===== src/hw/rtl/h2r_pkg.sv =====
package h2r_pkg;

  // Field widths
  localparam int unsigned HUE_W = 15;
  localparam int unsigned CH_W  = 8;

  // Hue fraction bits below one degree
  localparam int unsigned HUE_FRAC_BITS = 6;

  // Degrees per sector and full-scale code of saturation/value
  localparam int unsigned SEC_BASE   = 60;
  localparam int unsigned FULL_SCALE = 255;

  // Sector split: whole degrees / 60 through a reciprocal, exact below 2^15
  localparam int unsigned DIV60_MUL   = 34953;
  localparam int unsigned DIV60_SHIFT = 21;
  localparam int unsigned PROD_W      = HUE_W + 16;
  localparam int unsigned QUOT_W      = 10;
  localparam int unsigned REM60_W     = 6;

  // Level divide: numerator / 3825 after dropping (frac bits + 2) low bits
  localparam int unsigned LVL_NUM_W     = 20;
  localparam int unsigned LVL_DIV       = 3825;
  localparam int unsigned LVL_RCP       = 4386;
  localparam int unsigned LVL_RCP_SHIFT = 24;
  localparam int unsigned LVL_PROD_W    = 33;

  localparam int unsigned SEC_W = 3;

  typedef enum logic [SEC_W-1:0] {
    SEC_0 = 3'd0,
    SEC_1 = 3'd1,
    SEC_2 = 3'd2,
    SEC_3 = 3'd3,
    SEC_4 = 3'd4,
    SEC_5 = 3'd5
  } h2r_sector_e;

  // Advance strobes for the five stages of a level unit
  typedef struct packed {
    logic sy;
    logic diff;
    logic scale;
    logic rcp;
    logic fix;
  } h2r_lvl_adv_t;

endpackage


===== src/hw/rtl/h2r_if.sv =====
interface h2r_hsv_if;
  logic                       valid;
  logic                       ready;
  logic [h2r_pkg::HUE_W-1:0]  hue;
  logic [h2r_pkg::CH_W-1:0]   saturation;
  logic [h2r_pkg::CH_W-1:0]   brightness;

  modport source (output valid, output hue, output saturation, output brightness,
                  input ready);
  modport sink   (input valid, input hue, input saturation, input brightness,
                  output ready);
endinterface

interface h2r_rgb_if;
  logic                       valid;
  logic                       ready;
  logic [h2r_pkg::CH_W-1:0]   red;
  logic [h2r_pkg::CH_W-1:0]   green;
  logic [h2r_pkg::CH_W-1:0]   blue;

  modport source (output valid, output red, output green, output blue, input ready);
  modport sink   (input valid, input red, input green, input blue, output ready);
endinterface


===== src/hw/rtl/h2r_level.sv =====
// Five-stage level unit: floor(val * (W - sat * span) / W), W = 255 * sector width.
module h2r_level #(
  parameter int unsigned HueFracBits = h2r_pkg::HUE_FRAC_BITS
) (
  input  logic                        clk_i,
  input  h2r_pkg::h2r_lvl_adv_t       adv_i,
  input  logic [HueFracBits+5:0]      span_i,
  input  logic [h2r_pkg::CH_W-1:0]    sat_i,
  input  logic [h2r_pkg::CH_W-1:0]    val_i,
  output logic [h2r_pkg::CH_W-1:0]    level_o
);

  localparam int unsigned SpanW  = HueFracBits + 6;
  localparam int unsigned FullW  = SpanW + 8;
  localparam int unsigned ScaleW = FullW + 8;
  localparam int unsigned NumW   = h2r_pkg::LVL_NUM_W;
  localparam int unsigned PrdW   = h2r_pkg::LVL_PROD_W;
  localparam int unsigned ChW    = h2r_pkg::CH_W;
  localparam logic [FullW-1:0] Whole =
    FullW'(h2r_pkg::FULL_SCALE * (h2r_pkg::SEC_BASE << HueFracBits));

  logic [FullW-1:0]  sy_q, sy_d;
  logic [FullW-1:0]  diff_q, diff_d;
  logic [ScaleW-1:0] x_q, x_d;
  logic [NumW-1:0]   num_q;
  logic [NumW-1:0]   num_d;
  logic [ChW-1:0]    q0_q, q0_d;
  logic [ChW-1:0]    val1_q, val2_q;
  logic [ChW-1:0]    level_q, level_d;
  logic [PrdW-1:0]   rcp_prod;
  logic [NumW-1:0]   rem;

  always_comb begin
    sy_d     = FullW'(sat_i) * FullW'(span_i);
    diff_d   = Whole - sy_q;
    x_d      = ScaleW'(val2_q) * ScaleW'(diff_q);
    // drop (frac + 2) low bits: the divisor becomes 3825
    num_d    = x_q[HueFracBits+2 +: NumW];
    rcp_prod = PrdW'(num_d) * PrdW'(h2r_pkg::LVL_RCP);
    q0_d     = rcp_prod[h2r_pkg::LVL_RCP_SHIFT +: ChW];
    // estimate is low by at most one
    rem      = num_q - NumW'(q0_q) * NumW'(h2r_pkg::LVL_DIV);
    level_d  = q0_q + ChW'(rem >= NumW'(h2r_pkg::LVL_DIV));
  end

  always_ff @(posedge clk_i) begin
    if (adv_i.sy) begin
      sy_q   <= sy_d;
      val1_q <= val_i;
    end
    if (adv_i.diff) begin
      diff_q <= diff_d;
      val2_q <= val1_q;
    end
    if (adv_i.scale) begin
      x_q <= x_d;
    end
    if (adv_i.rcp) begin
      num_q <= num_d;
      q0_q  <= q0_d;
    end
    if (adv_i.fix) begin
      level_q <= level_d;
    end
  end

  assign level_o = level_q;

endmodule


===== src/hw/rtl/hsv_to_rgb_converter.sv =====
// HSV to RGB converter, six-sector scheme in exact integer arithmetic. Hue comes in
// units of 2^-HueFracBits degree, saturation and brightness as 8-bit fractions of 255.
// The block is an 8-stage pipeline: a word enters every cycle while the output side
// keeps taking words. Sustained rate while the output does not stall is one word
// per clock, set by the pipeline itself; every stage is a register with a valid bit,
// so an empty stage fills even while the output is stalled, and the input only
// refuses a word when all eight stages hold one. Stage 1 multiplies the whole-degree
// hue by a reciprocal of 60, stage 2 forms the sector and the in-sector remainder,
// stages 3 to 7 run three identical level units (p, q, t) in parallel, each ending
// in a reciprocal divide with a one-step correction, and stage 8 picks the channels.
// Zero saturation gives gray (all channels equal brightness). Hues at or beyond 360
// degrees take the last (magenta) sector mapping with the usual remainder. No state
// survives between words and there is no start-up sweep after reset.
module hsv_to_rgb_converter #(
  parameter int unsigned HueFracBits = h2r_pkg::HUE_FRAC_BITS
) (
  input  logic         clk_i,
  input  logic         rst_ni,
  h2r_hsv_if.sink      hsv_i,
  h2r_rgb_if.source    rgb_o
);

  localparam int unsigned NStg   = 8;
  localparam int unsigned LvlStg = 5;
  localparam int unsigned SpanW  = HueFracBits + 6;
  localparam int unsigned HueW   = h2r_pkg::HUE_W;
  localparam int unsigned ChW    = h2r_pkg::CH_W;
  localparam int unsigned PrdW   = h2r_pkg::PROD_W;
  localparam int unsigned QuotW  = h2r_pkg::QUOT_W;
  localparam logic [SpanW-1:0] Span   = SpanW'(h2r_pkg::SEC_BASE << HueFracBits);
  localparam logic [SpanW-1:0] LoMask = SpanW'((1 << HueFracBits) - 1);

  typedef struct packed {
    h2r_pkg::h2r_sector_e sec;
    logic                 gray;
    logic [ChW-1:0]       val;
  } side_t;

  // Pipeline control: stage k loads when it is empty or its successor loads
  logic [NStg-1:0] vld_q, vld_d;
  logic [NStg:0]   adv;

  always_comb begin
    adv[NStg] = rgb_o.ready;
    for (int k = NStg - 1; k >= 0; k--) begin
      adv[k] = !vld_q[k] || adv[k+1];
    end
    vld_d[0] = adv[0] ? hsv_i.valid : vld_q[0];
    for (int k = 1; k < NStg; k++) begin
      vld_d[k] = adv[k] ? vld_q[k-1] : vld_q[k];
    end
  end

  always_ff @(posedge clk_i or negedge rst_ni) begin
    if (!rst_ni) begin
      vld_q <= '0;
    end else begin
      vld_q <= vld_d;
    end
  end

  assign hsv_i.ready = adv[0];

  // Stage 1: whole degrees times reciprocal of 60
  logic [HueW-1:0] hue_a_q;
  logic [PrdW-1:0] prod_a_q, prod_a_d;
  logic [ChW-1:0]  sat_a_q, val_a_q;

  assign prod_a_d = PrdW'(hsv_i.hue >> HueFracBits) * PrdW'(h2r_pkg::DIV60_MUL);

  // Stage 2: sector index and remainder inside the sector
  logic [QuotW-1:0]               quot;
  logic [HueW-1:0]                deg, rem_full;
  logic [h2r_pkg::REM60_W-1:0]    rem60;
  logic [SpanW-1:0]               rem_b_d;
  h2r_pkg::h2r_sector_e           sec_b_d;
  logic [SpanW-1:0]               rem_b_q, rcomp_b_q;
  side_t                          side_b_q;
  logic [ChW-1:0]                 sat_b_q;

  always_comb begin
    quot     = prod_a_q[h2r_pkg::DIV60_SHIFT +: QuotW];
    deg      = hue_a_q >> HueFracBits;
    rem_full = deg - HueW'(quot) * HueW'(h2r_pkg::SEC_BASE);
    rem60    = rem_full[h2r_pkg::REM60_W-1:0];
    rem_b_d  = (SpanW'(rem60) << HueFracBits) | (SpanW'(hue_a_q) & LoMask);
    // hues past the last sector keep the last sector's mapping
    if (quot >= QuotW'(h2r_pkg::SEC_5)) begin
      sec_b_d = h2r_pkg::SEC_5;
    end else begin
      sec_b_d = h2r_pkg::h2r_sector_e'(quot[h2r_pkg::SEC_W-1:0]);
    end
  end

  // Stages 3..7: three level units in lockstep, sideband alongside
  h2r_pkg::h2r_lvl_adv_t lvl_adv;
  logic [ChW-1:0]        lvl_p, lvl_q, lvl_t;
  side_t                 side_q [LvlStg];

  assign lvl_adv.sy    = adv[2];
  assign lvl_adv.diff  = adv[3];
  assign lvl_adv.scale = adv[4];
  assign lvl_adv.rcp   = adv[5];
  assign lvl_adv.fix   = adv[6];

  h2r_level #(.HueFracBits(HueFracBits)) u_lvl_p (
    .clk_i   (clk_i),
    .adv_i   (lvl_adv),
    .span_i  (Span),
    .sat_i   (sat_b_q),
    .val_i   (side_b_q.val),
    .level_o (lvl_p)
  );

  h2r_level #(.HueFracBits(HueFracBits)) u_lvl_q (
    .clk_i   (clk_i),
    .adv_i   (lvl_adv),
    .span_i  (rem_b_q),
    .sat_i   (sat_b_q),
    .val_i   (side_b_q.val),
    .level_o (lvl_q)
  );

  h2r_level #(.HueFracBits(HueFracBits)) u_lvl_t (
    .clk_i   (clk_i),
    .adv_i   (lvl_adv),
    .span_i  (rcomp_b_q),
    .sat_i   (sat_b_q),
    .val_i   (side_b_q.val),
    .level_o (lvl_t)
  );

  // Stage 8: channel select, gray override
  logic [ChW-1:0] red_q, green_q, blue_q;
  logic [ChW-1:0] red_d, green_d, blue_d;
  side_t          side_o;

  always_comb begin
    side_o = side_q[LvlStg-1];
    unique case (side_o.sec)
      h2r_pkg::SEC_0: begin
        red_d = side_o.val; green_d = lvl_t;      blue_d = lvl_p;
      end
      h2r_pkg::SEC_1: begin
        red_d = lvl_q;      green_d = side_o.val; blue_d = lvl_p;
      end
      h2r_pkg::SEC_2: begin
        red_d = lvl_p;      green_d = side_o.val; blue_d = lvl_t;
      end
      h2r_pkg::SEC_3: begin
        red_d = lvl_p;      green_d = lvl_q;      blue_d = side_o.val;
      end
      h2r_pkg::SEC_4: begin
        red_d = lvl_t;      green_d = lvl_p;      blue_d = side_o.val;
      end
      default: begin
        red_d = side_o.val; green_d = lvl_p;      blue_d = lvl_q;
      end
    endcase
    if (side_o.gray) begin
      red_d   = side_o.val;
      green_d = side_o.val;
      blue_d  = side_o.val;
    end
  end

  // Payload registers: load on advance, no reset
  always_ff @(posedge clk_i) begin
    if (adv[0]) begin
      hue_a_q  <= hsv_i.hue;
      prod_a_q <= prod_a_d;
      sat_a_q  <= hsv_i.saturation;
      val_a_q  <= hsv_i.brightness;
    end
    if (adv[1]) begin
      rem_b_q       <= rem_b_d;
      rcomp_b_q     <= Span - rem_b_d;
      sat_b_q       <= sat_a_q;
      side_b_q.sec  <= sec_b_d;
      side_b_q.gray <= (sat_a_q == '0);
      side_b_q.val  <= val_a_q;
    end
    for (int i = 0; i < LvlStg; i++) begin
      if (adv[2+i]) begin
        side_q[i] <= (i == 0) ? side_b_q : side_q[(i == 0) ? 0 : i - 1];
      end
    end
    if (adv[NStg-1]) begin
      red_q   <= red_d;
      green_q <= green_d;
      blue_q  <= blue_d;
    end
  end

  assign rgb_o.valid = vld_q[NStg-1];
  assign rgb_o.red   = red_q;
  assign rgb_o.green = green_q;
  assign rgb_o.blue  = blue_q;

  // Input refuses a word only when every stage is occupied
  a_stall_only_full: assert property (@(posedge clk_i) disable iff (!rst_ni)
    !hsv_i.ready |-> (&vld_q))
    else $error("input stalled with an empty pipeline stage");

  // Levels leaving the units are ordered p <= q, t <= brightness
  a_level_order: assert property (@(posedge clk_i) disable iff (!rst_ni)
    vld_q[NStg-2] |-> (lvl_p <= lvl_q && lvl_p <= lvl_t &&
                       lvl_q <= side_q[LvlStg-1].val && lvl_t <= side_q[LvlStg-1].val))
    else $error("channel levels out of order");

endmodule


===== src/flat_wrapper.sv =====
// flat-port wrapper written by rule: the top's interface ports become plain ports
module hsv_to_rgb_converter_flat 
#(
  parameter int unsigned HueFracBits = h2r_pkg::HUE_FRAC_BITS
)
  (clk_i, rst_ni, hsv_i_valid, hsv_i_hue, hsv_i_saturation, hsv_i_brightness, hsv_i_ready, rgb_o_valid, rgb_o_red, rgb_o_green, rgb_o_blue, rgb_o_ready);
  h2r_hsv_if hsv_i_i ();
  h2r_rgb_if rgb_o_i ();
  input  logic clk_i;
  input  logic rst_ni;
  input wire logic [$bits(hsv_i_i.valid)-1:0] hsv_i_valid;
  input wire logic [$bits(hsv_i_i.hue)-1:0] hsv_i_hue;
  input wire logic [$bits(hsv_i_i.saturation)-1:0] hsv_i_saturation;
  input wire logic [$bits(hsv_i_i.brightness)-1:0] hsv_i_brightness;
  output wire logic [$bits(hsv_i_i.ready)-1:0] hsv_i_ready;
  output wire logic [$bits(rgb_o_i.valid)-1:0] rgb_o_valid;
  output wire logic [$bits(rgb_o_i.red)-1:0] rgb_o_red;
  output wire logic [$bits(rgb_o_i.green)-1:0] rgb_o_green;
  output wire logic [$bits(rgb_o_i.blue)-1:0] rgb_o_blue;
  input wire logic [$bits(rgb_o_i.ready)-1:0] rgb_o_ready;
  assign hsv_i_i.valid = hsv_i_valid;
  assign hsv_i_i.hue = hsv_i_hue;
  assign hsv_i_i.saturation = hsv_i_saturation;
  assign hsv_i_i.brightness = hsv_i_brightness;
  assign hsv_i_ready = hsv_i_i.ready;
  assign rgb_o_valid = rgb_o_i.valid;
  assign rgb_o_red = rgb_o_i.red;
  assign rgb_o_green = rgb_o_i.green;
  assign rgb_o_blue = rgb_o_i.blue;
  assign rgb_o_i.ready = rgb_o_ready;
  hsv_to_rgb_converter #(.HueFracBits(HueFracBits)) u_core (.clk_i(clk_i), .rst_ni(rst_ni), .hsv_i(hsv_i_i), .rgb_o(rgb_o_i));
endmodule

===== config.mk =====
export PLATFORM = sky130hd
export DESIGN_NAME = hsv_to_rgb_converter_flat
export DESIGN_NICKNAME = d
export VERILOG_FILES = /design/src/hw/rtl/h2r_pkg.sv /design/src/hw/rtl/h2r_if.sv /design/src/hw/rtl/h2r_level.sv /design/src/hw/rtl/hsv_to_rgb_converter.sv /design/src/flat_wrapper.sv
export SDC_FILE = /design/constraint.sdc
export NUM_CORES = 2
export LEC_CHECK = 0
export ABC_CLOCK_PERIOD_IN_PS = 20400
export CAP_MARGIN = 10
export CORE_AREA = 2 2 318 320
export CTS_BUF_LIST = sky130_fd_sc_hd__clkbuf_2
export CTS_CLUSTER_SIZE = 25
export DETAILED_ROUTE_END_ITERATION = 12
export DIE_AREA = 0 0 320 322
export DONT_BUFFER_PORTS = 1
export GPL_TIMING_DRIVEN = 0
export PLACE_DENSITY = 0.66
export SYNTH_ARGS = -nofsm -noshare
export SYNTH_HDL_FRONTEND = slang
export SYNTH_SLANG_ARGS = --single-unit

===== constraint.sdc =====
create_clock -name clk_i -period 20.4 [get_ports clk_i]
set_input_delay 1.02 -clock clk_i [delete_from_list [all_inputs] [get_ports clk_i]]
set_output_delay 1.02 -clock clk_i [all_outputs]
set_load 0.02 [all_outputs]

# Yosys cells after proc, flatten, opt, wreduce, memory -nomap -nowiden
# Memories as Yosys holds them, arrays and structs flattened.
# Index checks and enable logic that the tools add are counted.
# op_classes
multipliers	14
magnitude_cmp	4
n_eq_ne	4
reduce_logical	22
muxes	16
n_addsub	11
n_bitwise	1
# op_table
cell	n
$mul 20x12->31 const B	3
$mul 8x20->28	3
$pmux 8 s3	3
$ge 20x12->1 const B	3
$mul 8x12->20 const B	3
$sub 20x20->20	3
$sub 20x20->20 const A	3
$mul 8x12->20	2
$mul 9x16->25 const B	1
$add 8x1->8	3
$mux 8	3
$mul 8x4->12 const B	1
$or 12x6->12	1
$sub 12x12->12 const A	1
$ge 10x3->1 const B	1
$mul 10x4->4 const B	1
$mux 1	10
$logic_not 1->1	8
$logic_not 8->1	1
$logic_or 1x1->1	8
$reduce_or 2->1	4
$eq 3x2->1 const B	2
$sub 6x6->6	1
$eq 3x1->1 const B	1
other kinds (2)	2
# totals
register_bits	455
word_cells	114
ram_bits	60
out_inout_bits	26
input_bits	35
n_memories	1
# memory_table
memory	words	width	rd	rd_clocked_by_memory_dff	wr	line_no	text
u_core.side_q	5	12	5	0	5	hsv_to_rgb_converter.sv:98	side_t side_q [LvlStg];

# Logic depth before layout (Yosys ltp)
# depth
depth_word	9
depth_mapped	25
ltp_nobuf	24

# By module
# From an unflattened synthesis, not the netlist that was laid out.
# unflattened
cells_unflattened	5242
hier_area_um2	55338.1
# by_module_without_submodules
module	n_inst	area_per_inst_um2	cells_each
h2r_level at u_core.u_lvl_p	1	16120.5	1603
h2r_level at u_core.u_lvl_q	1	16039.1	1602
h2r_level at u_core.u_lvl_t	1	15841.4	1558
hsv_to_rgb_converter	1	7337.0	479

# Least setup slack after synthesis
# OpenSTA, ideal clock, no wires.
# synth_timing
path_kind	in2out
start	input rgb_o_ready
end	output hsv_i_ready
slack_ps	12122
stages	6
path_buffers	0
t_required_ps	19380
arrival_time_ps	7258
path_cell_list	nor2b_1 > nand3_1 > nor2_1 > nand3_1 > inv_1 > nand3_1
# synth_between
elab_chain_cells	8
# synth_lines
element	line_no	text
from (decl)	flat_wrapper.sv:20	input wire logic [$bits(rgb_o_i.ready)-1:0] rgb_o_ready;
$logic_or 1x1->1 (3 in a row)	hsv_to_rgb_converter.sv:46	adv[k] = !vld_q[k] || adv[k+1];
net u_core.adv[5]	hsv_to_rgb_converter.sv:41	logic [NStg:0] adv;
$logic_or 1x1->1 (3 in a row)	hsv_to_rgb_converter.sv:46	
net u_core.adv[2]	hsv_to_rgb_converter.sv:41	
$logic_or 1x1->1 (2 in a row)	hsv_to_rgb_converter.sv:46	
to (decl)	flat_wrapper.sv:15	output wire logic [$bits(hsv_i_i.ready)-1:0] hsv_i_ready;
# The timed path passes the listed nets, and every way through them passes these cells.

# Worst setup path in the final report
# layout_timing
start	register u_core.vld_q[7]
end	output hsv_i_ready
# layout_between
elab_chain_cells	9
# layout_lines
element	line_no	text
from (decl)	hsv_to_rgb_converter.sv:40	logic [NStg-1:0] vld_q, vld_d;
from (signal assigned)	hsv_to_rgb_converter.sv:58	vld_q <= vld_d;
$logic_not 1->1	hsv_to_rgb_converter.sv:46	
$logic_or 1x1->1 (3 in a row)	hsv_to_rgb_converter.sv:46	
net u_core.adv[5]	hsv_to_rgb_converter.sv:41	
$logic_or 1x1->1 (3 in a row)	hsv_to_rgb_converter.sv:46	
net u_core.adv[2]	hsv_to_rgb_converter.sv:41	
$logic_or 1x1->1 (2 in a row)	hsv_to_rgb_converter.sv:46	
# The timed path passes the listed nets, and every way through them passes these cells.

==> metrics.yaml <==
cts.sinks: 437
clock_latency_ns: 1.25
core_area_um2: 99570
htree_levels: 3
grt_pass1_wl_um: 170200
multi_input_area_um2: 32260
worst_pin_slew_ns: 0.9708
cts_tree: "done"
finalNetCount: 6233
synth_warnings: 0
end_kind: "primary output"
antenna_found_initial: 7
synth_area_leaders: "edfxtp_1, fa_1, ha_1"
regArea_um2: 13080
crit_fanout: 65
hp-class: "primary input to asynchronous set/reset pin"
synth_edf_count: 429
crit_type: "flip-flop to primary output"
async_reset_ff_frac: 0.01831
cts_root_buf: "clkbuf_2"
grt_pass1_vias: 33900
grt_max_degree: 66
crit_path_start_kind: "flip-flop"
synth_cells: 4733
portBuffers: 0
hold_viol_final: 0
finalSetupViolCount: 0
cts_resized: 0
avgSynthCellArea_um2: 10.44
synth_top_cell_by_area: "edfxtp_1"
syn-cell-area_um2: 49430
period_needed_ns: 6.452
initialDrtViolationCount: 1717
slew_viol_final: 0
synth_commonest_cells: "inv_1, ha_1, fa_1, edfxtp_1, nand2_1"
route.detailed.drc: 0
place.gp.congestion: 0.8948
via_per_inst: 5.108
yosysMostFrequentCell: "inv_1"
drtPass1Iterations: 5
grt_use_total: 0.2061
clk_pin_slew_ns: 0.11
num_vias: 32070
final_core_util: 0.5286
yosys.cell_types.count: 76
initial_core_util: 0.4965
chipWidth_um: 320
setup_tns_ns: 0
relSlewSlack: 0.3521
drive_gt1_frac: 0.04482
dp_hpwl_um: 83200
die_area_um2: 103000
drv_cap: 0
arrival_ns: 5.43
clk_path_buf_depth: 3
crit_required_ns: 19.38
synth_nets: 6079
yosysTopAreaCellShare: 0.2606
ys_seq_elements: 437
period_share: 0.3163
fillers: 8960
rows: 116
wl_um: 101400
rsz0062_at_grt: "no"
area_growth_syn_to_layout_pct: 6.475
wl_per_cell_um: 16.15
grt_overflow: 0
status: "completed"
finalClockSkew_ns: 0.1223
die_h_um: 322
ant_nets: 0
ys_seq_area_frac: 0.2647
synth_flop_cell: "edfxtp_1"
cts_buffers: 115
timing.fmax_mhz: 155.0
io_pins: 61
-- state kept, by name, summed over array words and instances, names as in the netlist, 19 cells and up --
name / cells
u_core.u_lvl_q.sy_q: 19
u_core.u_lvl_t.sy_q: 20
u_core.u_lvl_t.diff_q: 20
u_core.u_lvl_p.num_q: 20
u_core.u_lvl_q.diff_q: 19
u_core.u_lvl_t.x_q: 20
u_core.u_lvl_p.x_q: 20
u_core.side_q: 46
u_core.u_lvl_q.num_q: 20
u_core.u_lvl_q.x_q: 20
u_core.u_lvl_t.num_q: 20
-- repair_timing --
item	CTS	global route
buffers inserted	0	0
hold endpoints to repair	40	0
hold buffers	32	0
-- worst paths after layout --
path | cells after the start | from | slack, ns | endpoint
min reg2reg | 0 | u_core.val_a_q[3]$_DFFE_PP_ | 0.41 | u_core.side_b_q[3]$_DFFE_PP_
min in group clk_i | 2 | rgb_o_ready | 0.29 | u_core.vld_q[7]$_DFFE_PN0P_
max reg2reg | 21 | u_core.u_lvl_p.q0_q[5]$_DFFE_PP_ | 14.12 | u_core.u_lvl_p.level_o[7]$_DFFE_PP_
max | 7 | u_core.vld_q[7]$_DFFE_PN0P_ | 13.95 | hsv_i_ready
min | 1 | rst_ni | 0.25 | u_core.vld_q[1]$_DFFE_PN0P_
max in group asynchronous | 1 | rst_ni | 19.65 | u_core.vld_q[4]$_DFFE_PN0P_
-- through the flow --
step | hold slack [ns] | instance area, µm² | cells | setup WS [ns]
after detailed placement | 0.4045 | 51200 | 6036 | 14.03
after CTS | 0.06502 | 52620 | 6274 | 13.81
after floorplan | 0.4003 | 49430 | 4733 | 12.12
final | 0.2488 | 52630 | 6279 | 13.95
after global placement | 0.4025 | 51060 | 6031 | 8.898
after global routing | 0.1078 | 52630 | 6279 | 13.40
-- cell type report --
type                            count  share of cell area
Tap cell                         1298             0.03086
Clock inverter                     53            0.006323
Antenna cell                        5           0.0002377
Inverter                         1017             0.07253
Timing Repair Buffer               37            0.008130
Sequential cell                   437              0.2486
Clock buffer                      153             0.01455
Buffer                             83            0.005943
Multi-Input combinational cell   3196              0.6129
-- routing by layer --
| layer | vias to the layer above | global-route usage | share of wire |
|---|---|---|---|
| met5 | - | 0 | 0.00046 |
| met4 | 8 | 0.07011 | 0.032 |
| met3 | 186 | 0.04068 | 0.053 |
| met1 | 15470 | 0.2669 | 0.44 |
| met2 | 697 | 0.3461 | 0.47 |
| li1 | 15710 | - | - |
-- cells by family after synthesis --
family	count (synthesis)	share of synthesized area
AO/OA/AOI/OAI	502	0.06758
multiplexers	44	0.008910
XOR/XNOR	221	0.03916
buffers and inverters	1100	0.08355
AND/OR/NAND/NOR	1118	0.1121
adder cells (fa/ha/maj)	1311	0.4240
flip-flops	437	0.2647
-- cells in the final DEF (no fill, tap or decap), drive strengths merged, types with 11 or more instances in the layout --
cell,count
inv,1020
ha,704
fa,607
edfxtp,429
nand2,407
and2,299
clkbuf,230
nor2,153
xnor2,152
a21oi,141
o21ai,84
a21o,69
xor2,69
nor3,63
clkinv,46
mux2i,44
nand3,40
dlygate4sd3,32
o21a,31
nor2b,25
o21bai,24
nand2b,23
and3,22
nand4,18
a31oi,17
a221oi,14
or3,13
o211ai,12
or2,12
a211oi,12
o22ai,11
buf,11
-- worst max-delay path, cell delays in order, from the launching register on --
cell and delay (ns):
dfrtp_1 0.54, nor2b_1 0.65, nand3_4 0.59, nor2_1 0.78
nand3_4 0.77, inv_1 0.33, nand3_2 0.25, buf_12 0.26
Power is left out: the tool's default activity adds up to more than one toggle a clock period on the data nets, which glitch-free logic cannot reach.
